[src/sv/fir_correlator_2048_tap_macros.svh]
// ----------------------------------------------------------------------------
// fir_correlator_2048_tap_macros - assertion macros
// Clocked concurrent assertion shorthands used by the correlator top level.
// ----------------------------------------------------------------------------
`ifndef FIR_CORRELATOR_2048_TAP_MACROS_SVH
`define FIR_CORRELATOR_2048_TAP_MACROS_SVH

// checked outside reset
`define FCOR_ASSERT(lbl, clk, rstn, prop, msg) \
    lbl: assert property (@(posedge clk) disable iff (!rstn) prop) else $error(msg);

// checked on every edge, reset included
`define FCOR_ASSERT_ALWAYS(lbl, clk, prop, msg) \
    lbl: assert property (@(posedge clk) prop) else $error(msg);

`endif

[src/sv/fcor_pkg.sv]
// ----------------------------------------------------------------------------
// fcor_pkg - correlator shared definitions
// Field widths, item modes, sequencer states and control bundles.
// ----------------------------------------------------------------------------
`default_nettype none

package fcor_pkg;

    localparam int VALUE_W   = 16;
    localparam int COEF_W    = 16;
    localparam int INDEX_W   = 11;
    localparam int ADDR_W    = 12;  // covers the largest tap count
    localparam int RESULT_W  = 43;
    localparam int S_TDATA_W = 32;
    localparam int M_TDATA_W = 48;

    localparam logic MODE_COEF = 1'b0;
    localparam logic MODE_PUSH = 1'b1;

    typedef enum logic [1:0] {
        ST_IDLE,
        ST_RUN,
        ST_FLUSH,
        ST_DONE
    } state_t;

    typedef struct packed {
        logic                     smp_shift;
        logic                     coef_shift;
        logic                     coef_we;
        logic [ADDR_W-1:0]        coef_addr;
        logic signed [COEF_W-1:0] coef_val;
    } cell_ctrl_t;

    typedef struct packed {
        logic en;
        logic clr;
    } mac_ctrl_t;

endpackage

`default_nettype wire

[src/sv/fcor_mac.sv]
// ----------------------------------------------------------------------------
// fcor_mac - head multiply-accumulate
// Registered product of the head cell pair, summed exactly into the result.
// ----------------------------------------------------------------------------
`default_nettype none

module fcor_mac #(
    parameter int SAMPLE_BITS = 16
) (
    input  wire logic                                aclk,
    input  wire logic                                aresetn,
    input  wire fcor_pkg::mac_ctrl_t                 ctrl,
    input  wire logic signed [SAMPLE_BITS-1:0]       smp,
    input  wire logic signed [fcor_pkg::COEF_W-1:0]  coef,
    output logic signed [fcor_pkg::RESULT_W-1:0]     acc
);

    localparam int PROD_W = SAMPLE_BITS + fcor_pkg::COEF_W;

    logic signed [PROD_W-1:0]             prod_reg;
    logic                                 prod_vld_reg;
    logic signed [fcor_pkg::RESULT_W-1:0] acc_reg;
    logic signed [fcor_pkg::RESULT_W-1:0] acc_next;
    logic signed [fcor_pkg::RESULT_W-1:0] prod_ext;

    assign prod_ext = {{(fcor_pkg::RESULT_W - PROD_W){prod_reg[PROD_W-1]}}, prod_reg};

    always_comb begin
        acc_next = acc_reg;
        if (ctrl.clr) begin
            acc_next = '0;
        end else if (prod_vld_reg) begin
            acc_next = acc_reg + prod_ext;
        end
    end

    always_ff @(posedge aclk) begin
        if (!aresetn) begin
            prod_vld_reg <= 1'b0;
        end else begin
            prod_vld_reg <= ctrl.en;
        end
    end

    always_ff @(posedge aclk) begin
        prod_reg <= PROD_W'(smp) * PROD_W'(coef);
        acc_reg  <= acc_next;
    end

    assign acc = acc_reg;

endmodule

`default_nettype wire

[config.mk]
export PLATFORM = sky130hd
export DESIGN_NAME = fcor_mac
export DESIGN_NICKNAME = d
export VERILOG_FILES = /design/src/sv/fir_correlator_2048_tap_macros.svh /design/src/sv/fcor_pkg.sv /design/src/sv/fcor_mac.sv
export SDC_FILE = /design/constraint.sdc
export NUM_CORES = 1
export LEC_CHECK = 0
export BUFFER_PORTS_ARGS = -buffer_cell sky130_fd_sc_hd__buf_4
export CORE_UTILIZATION = 55
export CTS_CLUSTER_SIZE = 20
export DETAILED_ROUTE_END_ITERATION = 10
export PLACE_DENSITY = 0.81
export SYNTH_ARGS = -nofsm -noshare
export SYNTH_HDL_FRONTEND = slang
export SYNTH_SLANG_ARGS = --single-unit
[constraint.sdc]
create_clock -name aclk -period 9.45 [get_ports aclk]
set_clock_uncertainty 0.2 [all_clocks]
set_input_delay 1.4175 -clock aclk [delete_from_list [all_inputs] [get_ports aclk]]
set_output_delay 1.4175 -clock aclk [all_outputs]
set_load 0.02 [all_outputs]
# ---- After elaboration in Yosys (flattened, before gate mapping)
# Cells that the tools add are included.
dict set report totals {
  input_bits 36
  out_inout_bits 43
  register_bits 76
}
dict set report op_classes {
  multipliers 1
  addsub 1
}
# cell n
set ops {}
lappend ops {{$add A43 B32 Y43} 1}
lappend ops {{$mul A16 B16 Y32} 1}

# ---- Depth between registers and ports, before layout
dict set report depth {
  ltp_word 1
  ltp_mapped 25
}

# ---- Worst setup path before layout
# Ideal clock, no wire load.
dict set report synth_path {
  kind {input port to flip-flop}
  startpoint {input smp[15]}
  endpoint {register prod_reg[31]}
  slack_ns 1.924
  required_ns 9.178
  t_arrival_ns 7.254
  path_buffers 1
  stages 22
  path_cell_list {clkbuf_1 > nand2_1 > inv_1 > fa_1 > fa_1 > fa_1 > fa_1 > fa_1 > inv_1 > fa_1 > inv_1 > ha_1 > and3_1 > and3_1 > a31oi_1 > o211ai_1 > nor2_1 > a21oi_1 > or4_1 > a31o_2 > a21oi_1 > xnor2_1}
}
dict set report synth_between {
  elab_chain_len 1
}
# element line_no
set synth_lines {}
lappend synth_lines {{start: declaration} fcor_mac.sv:13} ;# input wire logic signed [SAMPLE_BITS-1:0] smp,
lappend synth_lines {{$mul A16 B16 Y32} fcor_mac.sv:46} ;# prod_reg <= PROD_W'(smp) * PROD_W'(coef);
lappend synth_lines {{end signal: assignment} fcor_mac.sv:46}
lappend synth_lines {{end: declaration} fcor_mac.sv:20} ;# logic signed [PROD_W-1:0] prod_reg;
# Every way passes these cells.
# A chain may end at the register's enable or synchronous reset.

# ---- Final worst setup path
dict set report layout_path {
  startpoint {input coef[1] (netlist bit)}
  endpoint {register prod_reg[31]}
}
dict set report layout_between {
  elab_chain_len 1
}
# element line_no
set layout_lines {}
lappend layout_lines {{start: declaration} fcor_mac.sv:14} ;# input wire logic signed [fcor_pkg::COEF_W-1:0] coef,
lappend layout_lines {{$mul A16 B16 Y32} fcor_mac.sv:46}
# Every way passes these cells.

==> impl_metrics.json <==
{
  "tns_ns": 0,
  "rsz0062_at_grt": "false",
  "cts_tree": "built",
  "grt.total_usage": 0.2521,
  "clockRootBuffer": "clkbuf_16",
  "die_area_mm2": 0.02610,
  "drc": 0,
  "stdcell_area_mm2": 0.01512,
  "die_h_um": 161.5,
  "cts.path.max_buffers": 2,
  "vias": 10820,
  "final_core_util": 0.6022,
  "io_pins": 79,
  "cts_hold_repair.buffers": 0,
  "finalHoldViolCount": 0,
  "antenna_found_initial": 0,
  "setup_viol": 0,
  "clk_pin_slew_ns": 0.06,
  "syn2layout_area_growth_pct": 8.008,
  "crit_fanout": 16,
  "synth_seq_area_share": 0.1087,
  "cts_buffers": 9,
  "grt_pass1_wl_um": 52650,
  "arrival_ns": 7.60,
  "required_ns": 9.51,
  "synth_most_common_cell": "inv_1",
  "first_global_vias": 11370,
  "drive_above_1_share": 0.06868,
  "path_delay_family": "adder cells",
  "crit_top_cell": "fa_1",
  "finalCritPeriodShare": 0.7977,
  "max_freq_mhz": 132.7,
  "netlist_area_mm2": 0.01400,
  "ys_async_sr_fraction": 0,
  "netlist_top_cells_count": "inv_1, fa_1, nand2_1",
  "die_w_um": 161.5,
  "syn_area_per_cell_um2": 9.085,
  "crit_chain": "buf_4 -> nand2_1 -> inv_1 -> fa_1 -> fa_1 -> fa_1 -> fa_1 -> fa_1 -> inv_1 -> fa_1 -> inv_1 -> ha_1 -> and3_1 -> and3_1 -> a31oi_1 -> o211ai_1 -> nor2_1 -> a21oi_1 -> or4_1 -> a31o_2 -> a21oi_1 -> xnor2_1",
  "htree_levels": 3,
  "critPathBufInv": 4,
  "dp.cells": 1901,
  "ys_ff_latch": 76,
  "drtIter0Drc": 666,
  "portBuffers": 78,
  "synth-edff-count": 0,
  "cts_setup_buffers": 0,
  "maxCapViolations": 0,
  "post-route-min-period_ns": 7.538,
  "hpwlAfterDp_um": 26060,
  "clock_sinks": 76,
  "post_cts_resized": 0,
  "slowest_delay_ns": 0.82,
  "critical-path-slowest-cell": "fa_1",
  "yosys.cell_types.count": 58,
  "grt_max_degree": 60,
  "viasPerCell": 5.645,
  "syn_inst": 1541,
  "maxSlewViolCount": 0,
  "dr.pass1.iters": 6,
  "placed_cell_area_mm2": 0.01481,
  "slew_headroom": 0.4765,
  "largest_reg_flops": 43,
  "critPathKind": "primary input to flop",
  "worstHoldPathType": "flop to flop",
  "initial_core_util": 0.5576,
  "crit_path_start_kind": "primary input",
  "synth_top_cell_by_area": "fa_1",
  "final_nets": 2005,
  "gp_congestion": 0.9238,
  "end_kind": "flop",
  "synth.area.top_cells": "fa_1, ha_1, dfxtp_1, inv_1, and2_1",
  "synth_warnings": 0,
  "ant_nets": 0,
  "synthFlopType": "dfxtp_1",
  "avgRoutedWirePerCell_um": 16.65,
  "status": "completed",
  "yosys.area.top_type_share": 0.3761,
  "clkLatencyLatePin_ns": 0.33,
  "diodes": 0,
  "fin_cells": 1917,
  "wl_um": 31920,
  "fp-row-count": 58,
  "overflow": 0,
  "tightest_slew_ns": 0.7853,
  "coreArea_mm2": 0.02511,
  "syn-num-nets": 1964
}
==> area by class of cell <==
class                   count  area (um2)
flip-flops and latches     76        1523
inverters                 293        1100
clock buffers               9       225.2
well taps                 330       412.9
repair buffers             79       593.1
multi-input cells        1123       11180
clock inverters             7       83.83
fillers                  2137        9988
==> kinds of logic after synthesis <==
group,Yosys count,synth area share
AO/OA/AOI/OAI,194,0.09125
XOR/XNOR,72,0.04504
adder cells (fa/ha/maj),387,0.4869
buffers and inverters,342,0.09250
flip-flops,76,0.1087
multiplexers,30,0.02145
AND/OR/NAND/NOR,440,0.1542
==> per-stage QoR <==
stage,setup slack (ns),hold WS (ns)
2_1_floorplan,1.924,0.3508
6_report,1.912,0.3122
5_1_grt,1.567,0.3362
3_3_place_gp,1.720,0.2954
3_5_place_dp,1.600,0.3021
4_1_cts,1.929,0.3110
==> layout by cell type, fill, tap and decap left out, drive strengths merged, types with 5 or more instances in the layout <==
cell type,n
a21o,31
a21oi,59
a31oi,14
and2,125
and3,9
buf,79
clkbuf,9
dfxtp,76
fa,263
ha,124
inv,296
mux2i,30
nand2,155
nand2b,14
nand3,16
nor2,83
nor2b,5
nor3,9
o211ai,8
o21ai,29
o21bai,14
o22ai,9
xnor2,53
xor2,19
==> worst paths after layout <==
check / start / to / slack (ns) / cells after the start
worst min register to register: acc[37] / acc[37] / 0.31 / 2
worst max-delay path: coef[1] / prod_reg[31] / 1.91 / 22
worst min-delay path: acc[37] / acc[37] / 0.31 / 2
worst max register to register: acc[0] / acc[42] / 5.82 / 13
==> per-layer routing <==
| layer | vias to the layer above | share of wire | wire length [um] | global-route usage |
|---|---|---|---|---|
| li1 | 4896 | - | - | - |
| met1 | 5420 | 0.38 | 12120 | 0.2983 |
| met2 | 386 | 0.52 | 16700 | 0.4553 |
| met3 | 119 | 0.055 | 1751 | 0.03647 |
| met4 | 0 | 0.042 | 1347 | 0.1068 |
| met5 | - | 0 | 0 | 0 |
==> worst register-to-register path: stages (launching register included) <==
cell,delay (ns)
dfxtp_1,0.36
ha_1,0.22
inv_1,0.07
fa_1,0.39
nand2b_1,0.19
a21oi_1,0.26
o211ai_1,0.13
and3_1,0.21
o21ai_1,0.38
a21oi_1,0.28
o221a_2,0.35
mux2i_1,0.14
o21ai_0,0.18
nor3b_1,0.20
Power is not shown: default switching activity piles up to over one toggle a cycle in this logic, so the estimate is an artifact.
