## config.mk

```make
export PLATFORM = sky130hd
export DESIGN_NAME = fcor_cell
export DESIGN_NICKNAME = d
export VERILOG_FILES = /design/src/sv/fir_correlator_2048_tap_macros.svh /design/src/sv/fcor_pkg.sv /design/src/sv/fcor_cell.sv
export SDC_FILE = /design/constraint.sdc
export NUM_CORES = 1
export LEC_CHECK = 0
export BUFFER_PORTS_ARGS = -buffer_cell sky130_fd_sc_hd__buf_4
export CAP_MARGIN = 10
export CELL_PAD_IN_SITES_DETAIL_PLACEMENT = 1
export CELL_PAD_IN_SITES_GLOBAL_PLACEMENT = 1
export CORE_MARGIN = 4
export CORE_UTILIZATION = 29
export DETAILED_ROUTE_END_ITERATION = 16
export HOLD_SLACK_MARGIN = 0.12
export PLACE_DENSITY_LB_ADDON = 0.1
export SLEW_MARGIN = 20
export SYNTH_ARGS = -nofsm -noshare
export SYNTH_HDL_FRONTEND = slang
export SYNTH_SLANG_ARGS = --single-unit
```

## constraint.sdc

```tcl
create_clock -name aclk -period 1.5 [get_ports aclk]
set_input_delay 0.3 -clock aclk [delete_from_list [all_inputs] [get_ports aclk]]
set_output_delay 0.3 -clock aclk [all_outputs]
set_load 0.01 [all_outputs]
```

## src/sv/fir_correlator_2048_tap_macros.svh

```systemverilog
// ----------------------------------------------------------------------------
// fir_correlator_2048_tap_macros - assertion macros
// Clocked concurrent assertion shorthands used by the correlator top level.
// ----------------------------------------------------------------------------
`ifndef FIR_CORRELATOR_2048_TAP_MACROS_SVH
`define FIR_CORRELATOR_2048_TAP_MACROS_SVH

// checked outside reset
`define FCOR_ASSERT(lbl, clk, rstn, prop, msg) \
    lbl: assert property (@(posedge clk) disable iff (!rstn) prop) else $error(msg);

// checked on every edge, reset included
`define FCOR_ASSERT_ALWAYS(lbl, clk, prop, msg) \
    lbl: assert property (@(posedge clk) prop) else $error(msg);

`endif

```

## src/sv/fcor_pkg.sv

```systemverilog
// ----------------------------------------------------------------------------
// fcor_pkg - correlator shared definitions
// Field widths, item modes, sequencer states and control bundles.
// ----------------------------------------------------------------------------
`default_nettype none

package fcor_pkg;

    localparam int VALUE_W   = 16;
    localparam int COEF_W    = 16;
    localparam int INDEX_W   = 11;
    localparam int ADDR_W    = 12;  // covers the largest tap count
    localparam int RESULT_W  = 43;
    localparam int S_TDATA_W = 32;
    localparam int M_TDATA_W = 48;

    localparam logic MODE_COEF = 1'b0;
    localparam logic MODE_PUSH = 1'b1;

    typedef enum logic [1:0] {
        ST_IDLE,
        ST_RUN,
        ST_FLUSH,
        ST_DONE
    } state_t;

    typedef struct packed {
        logic                     smp_shift;
        logic                     coef_shift;
        logic                     coef_we;
        logic [ADDR_W-1:0]        coef_addr;
        logic signed [COEF_W-1:0] coef_val;
    } cell_ctrl_t;

    typedef struct packed {
        logic en;
        logic clr;
    } mac_ctrl_t;

endpackage

`default_nettype wire

```

## src/sv/fcor_cell.sv

```systemverilog
// ----------------------------------------------------------------------------
// fcor_cell - one tap cell
// Holds one window sample and one coefficient; both shift toward the head.
// ----------------------------------------------------------------------------
`default_nettype none

module fcor_cell #(
    parameter int SAMPLE_BITS = 16,
    parameter int CELL_IDX    = 0
) (
    input  wire logic                              aclk,
    input  wire fcor_pkg::cell_ctrl_t              ctrl,
    input  wire logic signed [SAMPLE_BITS-1:0]     smp_in,
    input  wire logic signed [fcor_pkg::COEF_W-1:0] coef_in,
    output logic signed [SAMPLE_BITS-1:0]          smp_out,
    output logic signed [fcor_pkg::COEF_W-1:0]     coef_out
);

    logic signed [SAMPLE_BITS-1:0]      smp_reg;
    logic signed [fcor_pkg::COEF_W-1:0] coef_reg;
    logic                               hit;

    assign hit = ctrl.coef_we && (ctrl.coef_addr == fcor_pkg::ADDR_W'(CELL_IDX));

    always_ff @(posedge aclk) begin
        if (ctrl.smp_shift) begin
            smp_reg <= smp_in;
        end
        if (ctrl.coef_shift) begin
            coef_reg <= coef_in;
        end else if (hit) begin
            coef_reg <= ctrl.coef_val;
        end
    end

    assign smp_out  = smp_reg;
    assign coef_out = coef_reg;

endmodule

`default_nettype wire

```

* After elaboration in Yosys (flattened, before gate mapping)
Index checks and enable logic that the tools add are counted.
Word-level totals: flip-flop bits (word level) 32, input port bits 64
Operators by class: muxes and demuxes 2, reduce and logical (&&, ||, !) cells 3
Operator list (count):
- $mux W16 | 2
- $logic_not A12 Y1 | 1
- $reduce_bool A2 Y1 | 1
- $logic_and A1 B1 Y1 | 1

* Longest topological paths before layout
Gate-level depths: netlist of the first run.
depth after elaboration 4, depth in mapped cells 3

* Worst setup path before layout of the first run
No wires, ideal clock.
path kind in2reg, from input port ctrl[23] (netlist name), to register coef_reg (netlist bit coef_out[0]) (enable), data arrival time 965 ps, path slack 204 ps, stages 2, buffers on the path 0, path through nor4b_1 -> a41o_2
On the way: cells in the longest elaborated chain, start to end 3
Ends and longest elaborated chain:
- start: declaration | RTL line fcor_cell.sv:12 | input wire fcor_pkg::cell_ctrl_t ctrl,
- $logic_not A12 Y1 | RTL line fcor_cell.sv:23 | assign hit = ctrl.coef_we && (ctrl.coef_addr == fcor_pkg::ADDR_W'(CELL_IDX));
- $logic_and A1 B1 Y1 | RTL line fcor_cell.sv:23
- $reduce_bool A2 Y1 (no line)
- end signal: assignment | RTL line fcor_cell.sv:30 | coef_reg <= coef_in;
- end signal: assignment | RTL line fcor_cell.sv:32 | coef_reg <= ctrl.coef_val;
- end: declaration | RTL line fcor_cell.sv:20 | logic signed [fcor_pkg::COEF_W-1:0] coef_reg;
Every way passes these cells. A chain may end at the register's enable or synchronous reset.

* Worst setup path in the final report of the first run
from input port ctrl[23] (netlist name), to register coef_reg (netlist bit coef_out[3]) (enable)
The elaborated chain is that of the path after synthesis.

==> impl_metrics.csv, run 1 <==
group,metric,value,unit
placement,pre_cts_ws,0.0445,ns
grt,grt_antenna_before_repair,0,
synth,synth_top_family_by_area,"multiplexers",
setup_path,end_kind,"flop",
setup_path,critical_path_class,"input pin to flop",
detailed_routing,viasPerCell,4.33,
pwr,p_leak,0.936,nW
setup_path,startpoint_type,"input pin",
synth,synthSimpleGateAreaFrac,0.0192,
final_layout,area_growth,68.2,%
detailed_routing,drt-wirelength-per-cell,15.5,um
final_layout,final_design_area_no_fill,2090,sq um
final_layout,diodes,0,
pwr,power,2.06,mW
pwr,power_density,987,nW/um^2
clocking,cts_hold_buf,0,
setup_path,cp_max_fo,16,
detailed_routing,vias,897,
synth,yosys.area_share.adder,0,
timing,period_minus_slack,1.13,ns
synth,muxShareOfSynthArea,0.172,
final_layout,mostFrequentLayoutCells,"buf_4 (95), edfxtp_1 (32), mux2_4 (9), mux2_2 (7), clkbuf_8 (5)",
flow_run,drv_cap,0,
final_layout,drive_above_1_share,0.764,
placement,dpl_cell_area,2010,sq um
worst_hold_path,hp-class,"input pin to flop",
floorplan,dieHeight,73.4,um
pwr,switching_share,0.212,
detailed_routing,dr.first_iter.drc_count,36,
timing,period_share,0.752,
synth,syn-num-nets,119,
detailed_routing,drt_wl_total,3210,um
synth,synth_compound_gate_area_share,0.00907,
placement,place.gp.congestion,0.681,
timing,finalSetupViolCount,0,
worst_hold_path,whs_endpoint,"smp_out[7]",
floorplan,start_util,0.306,
clocking,cts_resized,0,
final_layout,nets,220,
setup_path,worstPathArrival,1.12,ns
floorplan,die_w,73.4,um
grt,grt_pass1_wl,5000,um
clocking,clk_path_buf_depth,2,
floorplan,rows,23,
synth,yosysSeqAreaShare,0.774,
pwr,seq_power_share,0.531,
clocking,tritoncts,"yes",
clocking,cts_sinks,32,
grt,first_global_vias,1055,
placement,io_buffers,95,
final_layout,fin_util,0.515,
setup_path,crit_required,1.49,ns
grt,grt_max_degree,18,
timing,grt_setup_unrepaired,"false",
clocking,postCtsSetupBuffers,0,
timing,hold_violations,0,
clocking,htreeDepth,2,
detailed_routing,drt_first_pass_iters,2,
floorplan,core,4060,sq um
clocking,cts-buffers-inserted,5,
grt,overflow,0,
pwr,internal_power,1.62,mW
synth,syn-instance-count,55,
synth,ys_warn_count,0,
final_layout,final_common_cell,"buf_4",
floorplan,io_pins,96,
synth,ys_ff_latch,32,
timing,worstMarginPinSlew,0.259,ns
timing,slew_headroom,0.825,
placement,dp.final_hpwl,2700,um
timing,max_freq,887,MHz
worst_hold_path,holdCritStartpoint,"smp_in[7]",
detailed_routing,drc_errors,0,
outcome,outcome,"completed",
synth,syn_area,1240,sq um
timing,drv_slew,0,
pwr,vdd_drop_max,0.409,mV
pwr,p_clk_frac,0.293,
pwr,netSwitchingPower,437,uW
worst_hold_path,min_path_cells,1,
timing,setup_slack,0.373,ns
clocking,clk_pin_slew,0.06,ns
floorplan,die_area,5390,sq um
pwr,pwr-share-comb,0.177,
final_layout,fillCellCount,415,
grt,grtUsageTotal,0.128,
synth,synth_cell_type_count,10,
timing,finalSetupTns,0,ns
clocking,cts_root_buffer,"clkbuf_8",
synth,avgSynthCellArea,22.6,sq um
detailed_routing,final_antenna_net_count,0,
synth,synth_xor_area_frac,0,
## final cells by class
type | count | area [sq um] | area share
multi-input cells | 21 | 249 | 0.119
flip-flops and latches | 32 | 961 | 0.460
well taps | 50 | 62.6 | 0.0300
repair buffers | 96 | 733 | 0.351
clock buffers | 5 | 68.8 | 0.0330
clock inverters | 3 | 13.8 | 0.00659
## power by group through the flow
stage	registers [mW]	clock network [mW]	logic, mW
floorplan	1.15	0	0.0731
global placement	1.11	0	0.364
detailed placement	1.11	0	0.372
CTS	1.10	0.627	0.373
global route	1.10	0.677	0.391
finish	1.09	0.603	0.364
## sequential cells by signal, indices dropped and copies added (netlist names)
name and cells:
coef_out 16, smp_out 16
## routing by layer
metal  vias up  part of all wire  track usage  wire, um
met1       414              0.30        0.116       954
li1        421                 -            -         -
met5         -                 0            0         0
met3         4              0.13       0.0711       424
met4         0            0.0081       0.0362        26
met2        58              0.56        0.239      1800
## synthesized netlist by cell type
cell type	number	area (sq um)
nor4b_1	1	8.76
buf_6	1	11.3
nor2_1	1	3.75
a41o_2	1	11.3
edfxtp_1	32	961
mux2_4	9	135
nor4_1	1	6.26
buf_12	1	20.0
nor3_1	1	5.00
mux2_2	7	78.8
## logic make-up (layout without fill, tap and decap cells)
family,after synthesis,in the layout
DFF,32,32
buffers and inverters,2,104
AOI/OAI and AO/OA,1,1
muxes,16,16
and+or+nand+nor,4,4
## how the worst max path moves through the flow
stage                     slack (ns)            to  startpoint
after detailed placement        0.04  coef_out[13]    ctrl[23]
after CTS                       0.35   coef_out[3]    ctrl[23]
after global placement          0.08   coef_out[3]    ctrl[23]
after global routing            0.33   coef_out[9]    ctrl[23]
after floorplan                 0.20   coef_out[0]    ctrl[23]
final                           0.37   coef_out[3]    ctrl[23]
## worst max-delay path, cell delays in order
cell	delay [ns]
buf_4	0.11
nor4b_1	0.30
a41o_2	0.26
buf_12	0.15
## per-stage QoR
step	instances	hold WS, ns
detailed placement	199	0.479
CTS	207	0.189
finish	207	0.197
global placement	199	0.479
global route	207	0.179
floorplan	55	0.399
(Power assumes the default switching activity.)
==> run 2, diff against run 1 <==
Clock period 1.5 ns to 1.05 ns, I/O delays scaled along.
==> run 2 against run 1 <==
  * Core utilization is 5.4 points higher
  * Largest power group unchanged
  * Routed wire length is 13% higher
  * Setup slack worse by 0.35 ns
  * Flip-flop and latch count stayed put
  * Power is 46% higher
  * Count of clock-buffer cells in the layout is 1 higher
  * Non-clock buffer count is 15 higher
==> impl_metrics.csv, run 2 (synthesis results as in run 1) <==
group,metric,value,unit
outcome,outcome,"completed",
clocking,clk_pin_slew,0.06,ns
detailed_routing,drt-wirelength-per-cell,16.4,um
clocking,clk_path_buf_depth,2,
clocking,cts-buffers-inserted,5,
detailed_routing,viasPerCell,4.40,
setup_path,path_buf_inv,1,
final_layout,area_growth,86.0,%
timing,slew_headroom,0.794,
pwr,p_leak,1.01,nW
clocking,cts_root_buffer,"clkbuf_8",
timing,period_minus_slack,1.03,ns
final_layout,multi_input_area,315,sq um
worst_hold_path,hp-class,"input pin to flop",
final_layout,diodes,0,
final_layout,drive_above_1_share,0.709,
timing,hold_ws,0.236,ns
final_layout,final_common_cell,"buf_4",
final_layout,fillCellCount,397,
flow_run,drv_cap,0,
detailed_routing,dr.first_iter.drc_count,63,
grt,grt_pass1_wl,5090,um
setup_path,startpoint_type,"flop",
timing,period_share,0.980,
clocking,htreeDepth,2,
timing,drv_slew,0,
grt,grtUsageTotal,0.131,
setup_path,worstPathArrival,0.82,ns
detailed_routing,drt_wl_total,3630,um
setup_path,end_kind,"output port",
placement,dp.final_hpwl,2580,um
floorplan,core,4060,sq um
final_layout,nets,236,
floorplan,start_util,0.306,
floorplan,die_w,73.4,um
final_layout,mostFrequentLayoutCells,"buf_4 (90), edfxtp_1 (32), dlygate4sd3_1 (16), mux2_4 (9), mux2_2 (7)",
timing,max_freq,972,MHz
grt,grt_antenna_before_repair,0,
placement,dp_cells,198,
final_layout,seqCellArea,961,sq um
setup_path,critical_path_class,"flop to output port",
setup_path,crit_chain,"buf_6",
floorplan,dieHeight,73.4,um
floorplan,io_pins,96,
timing,hold_violations,0,
placement,io_buffers,95,
timing,worstMarginPinSlew,0.307,ns
pwr,power_density,1310,nW/um^2
clocking,cts_sinks,32,
timing,grt_setup_unrepaired,"true",
timing,finalSetupViolCount,0,
floorplan,die_area,5390,sq um
setup_path,crit_path_max_incr_delay,0.40,ns
setup_path,critPathTopFamily,"flip-flops",
setup_path,cp_max_fo,1,
placement,place.gp.congestion,0.742,
pwr,power,3.01,mW
floorplan,rows,23,
pwr,vdd_drop_max,0.569,mV
grt,grt_max_degree,18,
grt,overflow,0,
final_layout,layoutNonFillerInstCount,222,
clocking,tritoncts,"yes",
setup_path,crit_slowest_cell,"edfxtp_1",
detailed_routing,vias,977,
setup_path,crit_required,0.84,ns
detailed_routing,final_antenna_net_count,0,
detailed_routing,drt_first_pass_iters,4,
detailed_routing,drc_errors,0,
grt,first_global_vias,1073,
clocking,postCtsSetupBuffers,0,
[run 2: per-stage QoR]
| step | worst slack [ns] | TNS [ns] | utilization | instance area, sq um |
|---|---|---|---|---|
| floorplan | -0.0725 | -1.16 | - | 1280 |
| global placement | -0.256 | -4.61 | 0.499 | 2030 |
| detailed placement | -0.292 | -5.41 | 0.499 | 2030 |
| CTS | 0.0000355 | 0 | 0.558 | 2260 |
| global route | -0.0183 | -0.155 | 0.569 | 2310 |
| finish | 0.0213 | 0 | 0.569 | 2310 |
[run 2: timing repair]
| item | in CTS | in global routing |
|---|---|---|
| hold buffers | 16 | 0 |
| hold endpoints to repair | 16 | 0 |
| endpoints found under the setup margin | 0 | 18 |
| resized for setup | 0 | 7 |
[run 2: final cells by class]
cell class,instances,share of cell area
clock inverter,1,0.00217
tap,50,0.0271
multi-input combinational,22,0.137
clock buffer,6,0.0314
sequential,32,0.416
timing repair buffer,111,0.386
[run 2: metal layers]
metal  up-vias  part of all wire  GRT usage
li1        458                 -          -
met1       456              0.35      0.131
met2        59              0.54      0.239
met3         4              0.10     0.0465
met4         0             0.014     0.0604
met5         -                 0          0
[run 2: final timing paths]
| path | slack [ns] | cells past startpoint | end | startpoint |
|---|---|---|---|---|
| worst max-delay path | 0.02 | 1 | smp_out[0] | smp_out[0] |
| worst min-delay path | 0.24 | 2 | coef_out[4] | coef_in[4] |
[run 2: where the power goes]
| part | internal [mW] | total, mW | leakage (nW) | switching [mW] |
|---|---|---|---|---|
| Combinational | 0.388 | 0.597 | 0.658 | 0.209 |
| Clock | 0.449 | 0.854 | 0.0410 | 0.404 |
| Sequential | 1.53 | 1.56 | 0.313 | 0.0304 |
==> run 3, diff against run 2 <==
Settings changed: CTS_BUF_LIST from default to sky130_fd_sc_hd__clkbuf_8 sky130_fd_sc_hd__clkbuf_16.
==> run 3 against run 2 <==
  * Sequential share of layout area unchanged
  * Die area is the same
  * Setup slack hardly changed
  * First-iteration DRC count up 1.6%
  * Flip-flop and latch count is the same
  * Routed wire length is the same
  * Critical path type unchanged
  * Core utilization unchanged
  * Count of clock-buffer cells in the layout fell by 1
==> impl_metrics.csv, run 3 (synthesis results as in run 1) <==
group,metric,value,unit
detailed_routing,drt_wl_total,3630,um
pwr,vdd_drop_max,0.563,mV
placement,io_buffers,95,
outcome,outcome,"completed",
timing,slew_headroom,0.794,
grt,grt_max_degree,18,
clocking,clk_pin_slew,0.06,ns
clocking,tritoncts,"yes",
final_layout,final_common_cell,"buf_4",
timing,finalSetupViolCount,0,
timing,hold_violations,0,
timing,grt_setup_unrepaired,"true",
clocking,cts_sinks,32,
floorplan,die_area,5390,sq um
setup_path,critPathTopFamily,"flip-flops",
final_layout,diodes,0,
final_layout,area_growth,86.0,%
pwr,p_leak,1.02,nW
clocking,cts_root_buffer,"clkbuf_8",
detailed_routing,viasPerCell,4.40,
clocking,htreeDepth,2,
detailed_routing,dr.first_iter.drc_count,64,
grt,grt_antenna_before_repair,0,
final_layout,mostFrequentLayoutCells,"buf_4 (90), edfxtp_1 (32), dlygate4sd3_1 (16), mux2_4 (9), mux2_2 (7)",
grt,grtUsageTotal,0.131,
setup_path,worstPathArrival,0.82,ns
timing,period_share,0.980,
placement,dp_cells,198,
setup_path,critical_path_class,"flop to output port",
setup_path,end_kind,"output port",
final_layout,nets,236,
worst_hold_path,min_path_cells,2,
floorplan,io_pins,96,
final_layout,fillCellCount,397,
grt,grt_pass1_wl,5090,um
timing,worstMarginPinSlew,0.307,ns
final_layout,drive_above_1_share,0.709,
detailed_routing,final_antenna_net_count,0,
setup_path,startpoint_type,"flop",
setup_path,cp_max_fo,1,
setup_path,path_buf_inv,1,
final_layout,layoutNonFillerInstCount,222,
clocking,cts-buffers-inserted,5,
timing,setup_slack,0.0209,ns
setup_path,crit_chain,"buf_6",
setup_path,crit_required,0.84,ns
placement,place.gp.congestion,0.742,
floorplan,core,4060,sq um
floorplan,dieHeight,73.4,um
timing,hold_ws,0.236,ns
placement,pre_cts_ws,-0.292,ns
grt,first_global_vias,1073,
floorplan,die_w,73.4,um
setup_path,crit_path_max_incr_delay,0.40,ns
timing,period_minus_slack,1.03,ns
placement,dp.final_hpwl,2580,um
clocking,clk_path_buf_depth,2,
detailed_routing,vias,977,
floorplan,start_util,0.306,
setup_path,crit_cells,1,
clocking,postCtsSetupBuffers,0,
detailed_routing,drt-wirelength-per-cell,16.4,um
timing,max_freq,972,MHz
flow_run,drv_cap,0,
worst_hold_path,hp-class,"input pin to flop",
pwr,power_density,1300,nW/um^2
floorplan,rows,23,
detailed_routing,drt_first_pass_iters,4,
timing,drv_slew,0,
grt,overflow,0,
detailed_routing,drc_errors,0,
setup_path,crit_slowest_cell,"edfxtp_1",
==> run 3: cell count changes in the layout (fill, tap and decap cells not counted), sizes merged <==
cell	previous run	this run
inv	0	1
clkbuf	6	5
==> run 3: path summary, 6_finish.rpt <==
kind	startpoint	endpoint	slack, ns
hold / removal	coef_in[4]	coef_out[4]	0.24
setup / recovery	smp_out[0]	smp_out[0]	0.02
==> run 3: report_power, final <==
| part | internal [mW] | leakage [nW] | switching, mW |
|---|---|---|---|
| clock network | 0.440 | 0.0452 | 0.405 |
| registers | 1.53 | 0.313 | 0.0304 |
| logic | 0.388 | 0.658 | 0.209 |
| total | 2.36 | 1.02 | 0.644 |
==> run 3: area by class of cell <==
type,instances,area (sq um),share of cell area
tap,50,62.6,0.0271
multi-input combinational,22,315,0.137
clock inverter,2,8.76,0.00379
clock buffer,5,68.8,0.0298
sequential,32,961,0.416
timing repair buffer,111,892,0.386
==> run 3: through the flow <==
stage	power [mW]	cell area, sq um	utilization	setup TNS [ns]
after floorplan	1.76	1280	-	-1.16
after global placement	2.11	2030	0.499	-4.61
after detailed placement	2.13	2030	0.499	-5.41
final	3.00	2310	0.569	0
after global routing	3.16	2310	0.569	-0.155
after CTS	3.01	2260	0.558	0
==> run 3: per-layer routing <==
metal,part of all wire,GRT usage,vias to the layer above
met5,0,0,-
met4,0.014,0.0604,0
met3,0.10,0.0465,4
met2,0.54,0.239,59
met1,0.35,0.131,456
li1,-,-,458
==> run 3: timing repair <==
action,4_1_cts,5_1_grt
hold buffers,16,0
resized for setup,0,7
endpoints found under the setup margin,0,18
endpoints found under the hold margin,16,0
